==> src/rtl/core/crsf_pkg.sv <==
// shared types, constants and the crc-8 byte update for the telemetry frame builder
// no dependencies; imported by the front end, queue, back end and top level
`default_nettype none

package crsf_pkg;

  // record kinds
  localparam logic KIND_GPS      = 1'b0;
  localparam logic KIND_ATTITUDE = 1'b1;

  // configuration register indexes
  localparam int unsigned    CFG_IDX_W          = 2;
  localparam logic [1:0]     REG_DEVICE_ADDRESS = 2'd0;
  localparam logic [1:0]     REG_CRC_POLYNOMIAL = 2'd1;
  localparam logic [7:0]     DEVICE_ADDRESS_RST = 8'd200;
  localparam logic [7:0]     CRC_POLYNOMIAL_RST = 8'hD5;

  // frame layout
  localparam logic [7:0]  TYPE_GPS      = 8'h02;
  localparam logic [7:0]  TYPE_ATTITUDE = 8'h1E;
  localparam logic [7:0]  LEN_GPS       = 8'd17;
  localparam logic [7:0]  LEN_ATTITUDE  = 8'd8;
  localparam logic [15:0] ALTITUDE_OFFSET = 16'd1000;

  localparam int unsigned PAYLOAD_W  = 120;
  localparam int unsigned BYTE_IDX_W = 5;
  localparam logic [BYTE_IDX_W-1:0] IDX_ADDR         = 5'd0;
  localparam logic [BYTE_IDX_W-1:0] IDX_LEN          = 5'd1;
  localparam logic [BYTE_IDX_W-1:0] IDX_TYPE         = 5'd2;
  localparam logic [BYTE_IDX_W-1:0] LAST_IDX_GPS     = 5'd18;
  localparam logic [BYTE_IDX_W-1:0] LAST_IDX_ATTITUDE = 5'd9;

  localparam int unsigned QUEUE_DEPTH_DEF = 2;

  typedef struct packed {
    logic                 kind;
    logic [PAYLOAD_W-1:0] payload;
  } entry_t;

  typedef struct packed {
    logic [7:0] device_address;
    logic [7:0] crc_polynomial;
  } cfg_t;

  // eight msb-first shift steps of the crc, data already folded into acc
  function automatic logic [7:0] crc8_byte(input logic [7:0] acc, input logic [7:0] poly);
    logic [7:0] r;
    r = acc;
    for (int b = 0; b < 8; b++) begin
      if (r[7]) begin
        r = {r[6:0], 1'b0} ^ poly;
      end else begin
        r = {r[6:0], 1'b0};
      end
    end
    return r;
  endfunction

endpackage

`default_nettype wire

==> src/rtl/core/crsf_front.sv <==
// front end: takes one record, packs its payload bytes big-endian into a queue entry
// depends on crsf_pkg
`default_nettype none

module crsf_front (
  input  wire logic                 clk_i,
  input  wire logic                 rst_ni,
  input  wire logic                 in_valid_i,
  output logic                      in_stall_o,
  input  wire logic                 kind_i,
  input  wire logic [31:0]          latitude_fixed_i,
  input  wire logic [31:0]          longitude_fixed_i,
  input  wire logic [15:0]          ground_speed_i,
  input  wire logic [15:0]          heading_word_i,
  input  wire logic [15:0]          altitude_metres_i,
  input  wire logic [7:0]           satellite_count_i,
  input  wire logic [15:0]          pitch_fixed_i,
  input  wire logic [15:0]          roll_fixed_i,
  input  wire logic [15:0]          yaw_fixed_i,
  output logic                      push_valid_o,
  output crsf_pkg::entry_t          push_entry_o,
  input  wire logic                 push_ready_i
);
  import crsf_pkg::*;

  logic   valid_q, valid_d;
  entry_t entry_q, entry_d;
  entry_t packed_entry;
  logic   load;
  logic [15:0] altitude_sent;

  assign altitude_sent = altitude_metres_i + ALTITUDE_OFFSET;

  always_comb begin
    packed_entry.kind = kind_i;
    if (kind_i == KIND_GPS) begin
      packed_entry.payload = {latitude_fixed_i, longitude_fixed_i, ground_speed_i,
                              heading_word_i, altitude_sent, satellite_count_i};
    end else begin
      // attitude bytes sit at the top so the back end shifts them out first
      packed_entry.payload = {pitch_fixed_i, roll_fixed_i, yaw_fixed_i, 72'd0};
    end
  end

  assign in_stall_o   = valid_q && !push_ready_i;
  assign load         = in_valid_i && !in_stall_o;
  assign push_valid_o = valid_q;
  assign push_entry_o = entry_q;

  always_comb begin
    valid_d = valid_q;
    entry_d = entry_q;
    if (load) begin
      valid_d = 1'b1;
      entry_d = packed_entry;
    end else if (valid_q && push_ready_i) begin
      valid_d = 1'b0;
    end
  end

  always_ff @(posedge clk_i or negedge rst_ni) begin
    if (!rst_ni) begin
      valid_q <= 1'b0;
    end else begin
      valid_q <= valid_d;
    end
  end

  always_ff @(posedge clk_i) begin
    entry_q <= entry_d;
  end

endmodule

`default_nettype wire

==> src/rtl/core/crsf_queue.sv <==
// short fifo of packed records between the front and back ends
// depends on crsf_pkg
`default_nettype none

module crsf_queue #(
  parameter int unsigned Depth = crsf_pkg::QUEUE_DEPTH_DEF
) (
  input  wire logic        clk_i,
  input  wire logic        rst_ni,
  input  wire logic        push_valid_i,
  input  crsf_pkg::entry_t push_entry_i,
  output logic             push_ready_o,
  output logic             pop_valid_o,
  output crsf_pkg::entry_t pop_entry_o,
  input  wire logic        pop_i
);
  import crsf_pkg::*;

  localparam int unsigned PtrW = (Depth > 1) ? $clog2(Depth) : 1;
  localparam int unsigned CntW = $clog2(Depth + 1);

  entry_t            slots_q [Depth];
  logic [PtrW-1:0]   wr_ptr_q, wr_ptr_d, rd_ptr_q, rd_ptr_d;
  logic [CntW-1:0]   count_q, count_d;
  logic              push, pop;

  assign push_ready_o = count_q != CntW'(Depth);
  assign pop_valid_o  = count_q != '0;
  assign pop_entry_o  = slots_q[rd_ptr_q];
  assign push         = push_valid_i && push_ready_o;
  assign pop          = pop_i && pop_valid_o;

  always_comb begin
    wr_ptr_d = wr_ptr_q;
    rd_ptr_d = rd_ptr_q;
    count_d  = count_q;
    if (push) begin
      wr_ptr_d = (wr_ptr_q == PtrW'(Depth - 1)) ? '0 : wr_ptr_q + 1'b1;
    end
    if (pop) begin
      rd_ptr_d = (rd_ptr_q == PtrW'(Depth - 1)) ? '0 : rd_ptr_q + 1'b1;
    end
    if (push && !pop) begin
      count_d = count_q + 1'b1;
    end else if (pop && !push) begin
      count_d = count_q - 1'b1;
    end
  end

  always_ff @(posedge clk_i or negedge rst_ni) begin
    if (!rst_ni) begin
      wr_ptr_q <= '0;
      rd_ptr_q <= '0;
      count_q  <= '0;
    end else begin
      wr_ptr_q <= wr_ptr_d;
      rd_ptr_q <= rd_ptr_d;
      count_q  <= count_d;
    end
  end

  always_ff @(posedge clk_i) begin
    if (push) begin
      slots_q[wr_ptr_q] <= push_entry_i;
    end
  end

endmodule

`default_nettype wire

==> src/rtl/core/crsf_back.sv <==
// back end: serialises one queued record into frame beats and folds in the crc
// depends on crsf_pkg
`default_nettype none

module crsf_back (
  input  wire logic        clk_i,
  input  wire logic        rst_ni,
  input  crsf_pkg::cfg_t   cfg_i,
  input  wire logic        pop_valid_i,
  input  crsf_pkg::entry_t pop_entry_i,
  output logic             pop_o,
  output logic             out_valid_o,
  input  wire logic        out_stall_i,
  output logic [7:0]       frame_byte_o,
  output logic             last_byte_o
);
  import crsf_pkg::*;

  logic                  busy_q, busy_d;
  logic [BYTE_IDX_W-1:0] idx_q, idx_d;
  logic                  kind_q, kind_d;
  logic [PAYLOAD_W-1:0]  shift_q, shift_d;
  logic [7:0]            crc_q, crc_d;
  logic                  out_valid_q, out_valid_d;
  logic [7:0]            frame_byte_q, frame_byte_d;
  logic                  last_byte_q, last_byte_d;

  logic                  advance, emit, is_last;
  logic [BYTE_IDX_W-1:0] last_idx;
  logic [7:0]            beat_byte, crc_next;

  assign advance  = !out_valid_q || !out_stall_i;
  assign emit     = advance && busy_q;
  assign last_idx = (kind_q == KIND_GPS) ? LAST_IDX_GPS : LAST_IDX_ATTITUDE;
  assign is_last  = busy_q && (idx_q == last_idx);
  // next record is taken while the crc beat goes out
  assign pop_o    = advance && (!busy_q || is_last) && pop_valid_i;

  always_comb begin
    case (idx_q)
      IDX_ADDR: beat_byte = cfg_i.device_address;
      IDX_LEN:  beat_byte = (kind_q == KIND_GPS) ? LEN_GPS : LEN_ATTITUDE;
      IDX_TYPE: beat_byte = (kind_q == KIND_GPS) ? TYPE_GPS : TYPE_ATTITUDE;
      default:  beat_byte = is_last ? crc_q : shift_q[PAYLOAD_W-1 -: 8];
    endcase
  end

  assign crc_next = crc8_byte(crc_q ^ beat_byte, cfg_i.crc_polynomial);

  always_comb begin
    busy_d       = busy_q;
    idx_d        = idx_q;
    kind_d       = kind_q;
    shift_d      = shift_q;
    crc_d        = crc_q;
    out_valid_d  = out_valid_q;
    frame_byte_d = frame_byte_q;
    last_byte_d  = last_byte_q;

    if (advance) begin
      out_valid_d  = busy_q;
      frame_byte_d = beat_byte;
      last_byte_d  = is_last;
    end

    if (pop_o) begin
      busy_d  = 1'b1;
      idx_d   = IDX_ADDR;
      kind_d  = pop_entry_i.kind;
      shift_d = pop_entry_i.payload;
      crc_d   = '0;
    end else if (emit && is_last) begin
      busy_d = 1'b0;
    end else if (emit) begin
      idx_d = idx_q + 1'b1;
      if (idx_q > IDX_TYPE) begin
        shift_d = {shift_q[PAYLOAD_W-9:0], 8'd0};
      end
      if (idx_q >= IDX_TYPE) begin
        crc_d = crc_next;
      end
    end
  end

  always_ff @(posedge clk_i or negedge rst_ni) begin
    if (!rst_ni) begin
      busy_q      <= 1'b0;
      idx_q       <= '0;
      kind_q      <= KIND_GPS;
      out_valid_q <= 1'b0;
    end else begin
      busy_q      <= busy_d;
      idx_q       <= idx_d;
      kind_q      <= kind_d;
      out_valid_q <= out_valid_d;
    end
  end

  always_ff @(posedge clk_i) begin
    shift_q      <= shift_d;
    crc_q        <= crc_d;
    frame_byte_q <= frame_byte_d;
    last_byte_q  <= last_byte_d;
  end

  assign out_valid_o  = out_valid_q;
  assign frame_byte_o = frame_byte_q;
  assign last_byte_o  = last_byte_q;

endmodule

`default_nettype wire

==> src/rtl/core/crsf_telemetry_frame_builder.sv <==
// top level of the telemetry frame builder: configuration registers, front end, queue, back end
// depends on crsf_pkg, crsf_front, crsf_queue and crsf_back
`default_nettype none

// turns each telemetry record into one serial-link frame, one byte per output beat:
// device address, length, type, big-endian payload, then a crc-8 (msb first, init 0)
// over type and payload with the configured polynomial. a gps record (kind 0) gives
// 19 beats, an attitude record (kind 1) gives 10; last_byte_o marks the crc beat.
// the back end sends one beat per cycle from its output register while the output is
// not stalled; that beat rate is what limits throughput. the first beat of a frame
// passes through the input register, the queue and the load into the serialiser;
// the next record is loaded in the cycle that the crc beat goes out, so frames
// follow each other with no gap. the front end keeps taking records while the back
// end is busy until the queue (QueueDepth entries) and the input register are full.
// configuration writes are always taken (cfg_ready_o tied high) and must only be made
// while no frame is in flight; an index beyond the two registers is ignored.
module crsf_telemetry_frame_builder #(
  parameter int unsigned QueueDepth = crsf_pkg::QUEUE_DEPTH_DEF
) (
  input  wire logic                           clk_i,
  input  wire logic                           rst_ni,
  // configuration write channel
  input  wire logic                           cfg_valid_i,
  output logic                                cfg_ready_o,
  input  wire logic [crsf_pkg::CFG_IDX_W-1:0] cfg_index_i,
  input  wire logic [7:0]                     cfg_data_i,
  // record input
  input  wire logic                           in_valid_i,
  output logic                                in_stall_o,
  input  wire logic                           kind_i,
  input  wire logic [31:0]                    latitude_fixed_i,
  input  wire logic [31:0]                    longitude_fixed_i,
  input  wire logic [15:0]                    ground_speed_i,
  input  wire logic [15:0]                    heading_word_i,
  input  wire logic [15:0]                    altitude_metres_i,
  input  wire logic [7:0]                     satellite_count_i,
  input  wire logic [15:0]                    pitch_fixed_i,
  input  wire logic [15:0]                    roll_fixed_i,
  input  wire logic [15:0]                    yaw_fixed_i,
  // frame byte output
  output logic                                out_valid_o,
  input  wire logic                           out_stall_i,
  output logic [7:0]                          frame_byte_o,
  output logic                                last_byte_o
);
  import crsf_pkg::*;

  cfg_t   cfg_q, cfg_d;
  logic   cfg_write;

  logic   push_valid, push_ready;
  entry_t push_entry;
  logic   pop_valid, pop;
  entry_t pop_entry;

  // configuration registers, written in one beat each
  assign cfg_ready_o = 1'b1;
  assign cfg_write   = cfg_valid_i && cfg_ready_o;

  always_comb begin
    cfg_d = cfg_q;
    if (cfg_write) begin
      case (cfg_index_i)
        REG_DEVICE_ADDRESS: cfg_d.device_address = cfg_data_i;
        REG_CRC_POLYNOMIAL: cfg_d.crc_polynomial = cfg_data_i;
        default:            cfg_d = cfg_q;   // unmapped index, write dropped
      endcase
    end
  end

  always_ff @(posedge clk_i or negedge rst_ni) begin
    if (!rst_ni) begin
      cfg_q.device_address <= DEVICE_ADDRESS_RST;
      cfg_q.crc_polynomial <= CRC_POLYNOMIAL_RST;
    end else begin
      cfg_q <= cfg_d;
    end
  end

  // front end: registers the record and packs its payload bytes
  crsf_front u_front (
    .clk_i             (clk_i),
    .rst_ni            (rst_ni),
    .in_valid_i        (in_valid_i),
    .in_stall_o        (in_stall_o),
    .kind_i            (kind_i),
    .latitude_fixed_i  (latitude_fixed_i),
    .longitude_fixed_i (longitude_fixed_i),
    .ground_speed_i    (ground_speed_i),
    .heading_word_i    (heading_word_i),
    .altitude_metres_i (altitude_metres_i),
    .satellite_count_i (satellite_count_i),
    .pitch_fixed_i     (pitch_fixed_i),
    .roll_fixed_i      (roll_fixed_i),
    .yaw_fixed_i       (yaw_fixed_i),
    .push_valid_o      (push_valid),
    .push_entry_o      (push_entry),
    .push_ready_i      (push_ready)
  );

  // decoupling queue so each side can stall on its own
  crsf_queue #(
    .Depth (QueueDepth)
  ) u_queue (
    .clk_i        (clk_i),
    .rst_ni       (rst_ni),
    .push_valid_i (push_valid),
    .push_entry_i (push_entry),
    .push_ready_o (push_ready),
    .pop_valid_o  (pop_valid),
    .pop_entry_o  (pop_entry),
    .pop_i        (pop)
  );

  // back end: one frame beat per cycle while the output is not stalled, with the running crc
  crsf_back u_back (
    .clk_i        (clk_i),
    .rst_ni       (rst_ni),
    .cfg_i        (cfg_q),
    .pop_valid_i  (pop_valid),
    .pop_entry_i  (pop_entry),
    .pop_o        (pop),
    .out_valid_o  (out_valid_o),
    .out_stall_i  (out_stall_i),
    .frame_byte_o (frame_byte_o),
    .last_byte_o  (last_byte_o)
  );

endmodule

`default_nettype wire

==> config.mk <==
export PLATFORM = sky130hd
export DESIGN_NAME = crsf_telemetry_frame_builder
export DESIGN_NICKNAME = d
export VERILOG_FILES = /design/src/rtl/core/crsf_pkg.sv /design/src/rtl/core/crsf_front.sv /design/src/rtl/core/crsf_queue.sv /design/src/rtl/core/crsf_back.sv /design/src/rtl/core/crsf_telemetry_frame_builder.sv
export SDC_FILE = /design/constraint.sdc
export NUM_CORES = 1
export LEC_CHECK = 0
export ABC_AREA = 0
export BUFFER_PORTS_ARGS = -buffer_cell sky130_fd_sc_hd__buf_2
export CAP_MARGIN = 10
export CORE_MARGIN = 2
export CORE_UTILIZATION = 25
export DETAILED_ROUTE_END_ITERATION = 7
export HOLD_SLACK_MARGIN = 0.05
export SLEW_MARGIN = 40
export SYNTH_ARGS = -nofsm -noshare
export SYNTH_HDL_FRONTEND = slang
export SYNTH_SLANG_ARGS = --single-unit
==> constraint.sdc <==
create_clock -name clk_i -period 19.8 [get_ports clk_i]
set_input_delay 3.96 -clock clk_i [delete_from_list [all_inputs] [get_ports clk_i]]
set_output_delay 3.96 -clock clk_i [all_outputs]
set_load 0.03 [all_outputs]
==> qor.yml <==
worstSetupEndpointType: "flip-flop"
ys_warn_count: 0
pwr-share-clk_pct: 20.4
setup_viol: 0
fp.dieW_um: 301
die_h_um: 301
critPathCapture: "u_back.shift_q[100]$_DFFE_PP_"
total_leakage_power_nw: 9.28
antenna_found_initial: 0
period_needed_ns: 6.21
drt_pass1_iterations: 4
synth_cells: 1494
cts_buffer_depth: 3
total_power_w: 0.00518
crit_start: "out_stall_i"
rsz0062_at_grt: "false"
slowest_stage: "nor2b_1"
grt_max_degree: 152
power_frac_comb_pct: 42.8
root_buffer: "clkbuf_16"
cts_tree: "yes"
ys_seq_elements: 529
cp.depth: 9
fill_cells: 8648
pwr_density_cell_nw_per_um2: 197
drc: 0
max_slew_margin_pct: 45.1
cts_buffers: 57
placed_area_um2: 24300
worst_pin_slew_ns: 0.823
initial_utilization_pct: 25.3
reg2reg_slack_ns: 13.94
via_per_inst: 4.26
r2r-end: "u_back.crc_q[1]$_SDFFE_PP0P_"
syn_to_final_growth_pct: 18.9
wirelength_um: 46200
wl_per_cell_um: 16.0
grt_pass1_vias: 12624
synth_area_um2: 22100
cp.arrival_ns: 6.53
postCtsSetupBuffers: 0
fin_setup_tns_ns: 0
rr_worst_depth: 18
status: "completed"
internal_power_w: 0.00324
io_pins: 196
swShare_pct: 37.4
finalClockSkew_ns: 0.0489
max_freq_mhz: 161
synth_edf_count: 492
holdBufCountCts: 0
postLayoutCoreUtil_pct: 30.1
clk_latency_ns: 0.63
worst-path-buf-inv: 4
crit_family: "simple AND/OR/NAND/NOR gates"
h-tree-depth: 2
core_um2: 87200
synth.avg_cell_area_um2: 14.8
hpwl_um: 30300
critical_path_required_ns: 20.12
final_area_um2: 26200
critPathLaunchType: "input port"
rows: 108
drive_above_1_share_pct: 22.7
die_area_um2: 90600
ant_nets: 0
drt_iter0_drc: 787
drv_slew: 0
timing.hold.ws_ns: 0.441
gp_congestion: 0.832
grt_pass1_wl_um: 71000
cp_max_fo: 151
synthDistinctLibCells: 84
crit_type: "in -> reg"
syn-num-nets: 1684
path_cells: "buf_2 -> nand2_1 -> o21ai_0 -> nor2b_1 -> inv_8 -> buf_4 -> buf_12 -> nand2_1 -> o21ai_0"
final-hold-violation-count: 0
cp_slowest_stage_delay_ns: 0.59
switchingPower_w: 0.00194
clk_pin_slew_ns: 0.06
ys_seq_area_share_pct: 71.1
cts_sinks: 529
grt.total_usage_pct: 10.0
synth_ff_type: "edfxtp_1"
nets: 1871
drv_cap: 0
io_buffers: 194
synthArstFlopShare_pct: 5.48
worstHoldPathType: "reg -> reg"
seqPwrFrac_pct: 36.8
fin_crit_sh_pct: 31.4
gr-total-overflow: 0
cts_resized: 0
peakVddDrop_uv: 212
num_vias: 12284
reg2reg_from: "u_back.idx_q[1]$_DFFE_PN0P_"
-- flip-flops by register name, summed over array words and instances, names as in the netlist --
register and cells:
u_back.frame_byte_o 8, u_back.busy_q 1, u_queue.rd_ptr_q 1, u_back.crc_q 8
u_queue.count_q 2, u_back.last_byte_o 1, u_queue.slots_q 242, u_back.shift_q 120
u_front.push_entry_o 121, cfg_q 16, u_queue.wr_ptr_q 1, u_front.push_valid_o 1
u_back.out_valid_o 1, u_back.idx_q 5, u_back.kind_q 1
-- kinds of logic after synthesis --
group | after synthesis | share of synthesized area, %
buf+inv | 90 | 1.63
mux | 198 | 9.34
fa+ha+maj | 6 | 0.340
simple gates | 362 | 7.82
compound gates | 248 | 6.97
xor+xnor | 60 | 2.81
flops | 529 | 71.1
other cells | 1 | 0.0170
-- worst register-to-register path, delay by kind of cell, from the launching register on --
kind / cells / cell delay, ns
buffers and inverters: 1 / 0.16
XOR/XNOR: 2 / 0.96
AND/OR/NAND/NOR: 7 / 1.86
flip-flops: 1 / 0.48
multiplexers: 1 / 0.33
AO/OA/AOI/OAI: 6 / 1.49
adder cells (fa/ha/maj): 1 / 0.46
-- worst min path at each step --
stage | cells past startpoint | endpoint | slack (ns) | startpoint
after CTS | 0 | u_queue.slots_q[1][3]$_DFFE_PP_ | 0.44 | u_front.push_entry_o[3]$_SDFFCE_PP0P_
after global placement | 0 | u_queue.slots_q[0][120]$_DFFE_PP_ | 0.42 | u_front.push_entry_o[120]$_DFFE_PP_
after global routing | 0 | u_queue.slots_q[1][3]$_DFFE_PP_ | 0.44 | u_front.push_entry_o[3]$_SDFFCE_PP0P_
after detailed placement | 0 | u_queue.slots_q[1][80]$_DFFE_PP_ | 0.43 | u_front.push_entry_o[80]$_DFFE_PP_
final | 0 | u_queue.slots_q[0][83]$_DFFE_PP_ | 0.44 | u_front.push_entry_o[83]$_DFFE_PP_
after floorplan | 0 | u_queue.slots_q[0][0]$_DFFE_PP_ | 0.42 | u_front.push_entry_o[0]$_SDFFCE_PP0P_
-- metrics by stage --
| stage | worst slack [ns] | std cells |
|---|---|---|
| after global routing | 13.20 | 2882 |
| after floorplan | 11.95 | 1494 |
| after CTS | 13.52 | 2881 |
| after detailed placement | 12.90 | 2776 |
| final | 13.59 | 2884 |
| after global placement | 12.91 | 2776 |
-- cells in the mapped netlist (10+ instances only) --
| library cell | n | area share [%] |
|---|---|---|
| a21oi_1 | 18 | 0.41 |
| clkbuf_1 | 65 | 1.1 |
| dfrtp_1 | 21 | 2.4 |
| edfxtp_1 | 492 | 67 |
| inv_1 | 12 | 0.20 |
| mux2_2 | 63 | 3.2 |
| mux2i_1 | 135 | 6.1 |
| nand2_1 | 181 | 3.1 |
| nand3_1 | 16 | 0.36 |
| nor2_1 | 40 | 0.68 |
| nor2b_1 | 63 | 1.8 |
| nor3_1 | 10 | 0.23 |
| o21ai_0 | 152 | 3.4 |
| o21ai_1 | 11 | 0.25 |
| xnor2_1 | 36 | 1.4 |
| xor2_1 | 16 | 0.64 |
-- cells in the final DEF, fill, tap and decap left out, types with 13 or more instances in the layout --
cell       count
edfxtp_1     492
mux2i_1      135
clkbuf_16     57
nor2_1        39
buf_2        193
nand2_1      181
a21oi_1       17
nor2b_1       63
xnor2_1       36
o21ai_0      152
mux2_2        63
nand3_1       16
dfrtp_1       20
clkinv_1      13
xor2_1        16
-- layer usage --
metal	GRT usage (%)	wire length (um)
met4	2.65	874
met5	0	0
met2	17.1	22400
met3	2.06	2250
met1	12.9	20700
-- area by class of cell --
class | instances | area (um2) | area share [%]
antenna | 2 | 5.00 | 0.0191
timing repair buffer | 205 | 1090 | 4.16
inverter | 13 | 56.3 | 0.215
tap | 1155 | 1450 | 5.51
clock inverter | 38 | 434 | 1.66
multi-input combinational | 875 | 6060 | 23.1
sequential | 529 | 15700 | 59.8
clock buffer | 67 | 1460 | 5.58
-- power groups by stage --
stage | Clock, W | Combinational, W | Sequential [W]
5_1_grt | 0.00114 | 0.00246 | 0.00195
3_5_place_dp | 0 | 0.00222 | 0.00193
3_3_place_gp | 0 | 0.00218 | 0.00192
2_1_floorplan | 0 | 0.00178 | 0.00188
4_1_cts | 0.00110 | 0.00224 | 0.00191
6_report | 0.00106 | 0.00221 | 0.00191
(Power assumes the default switching activity.)
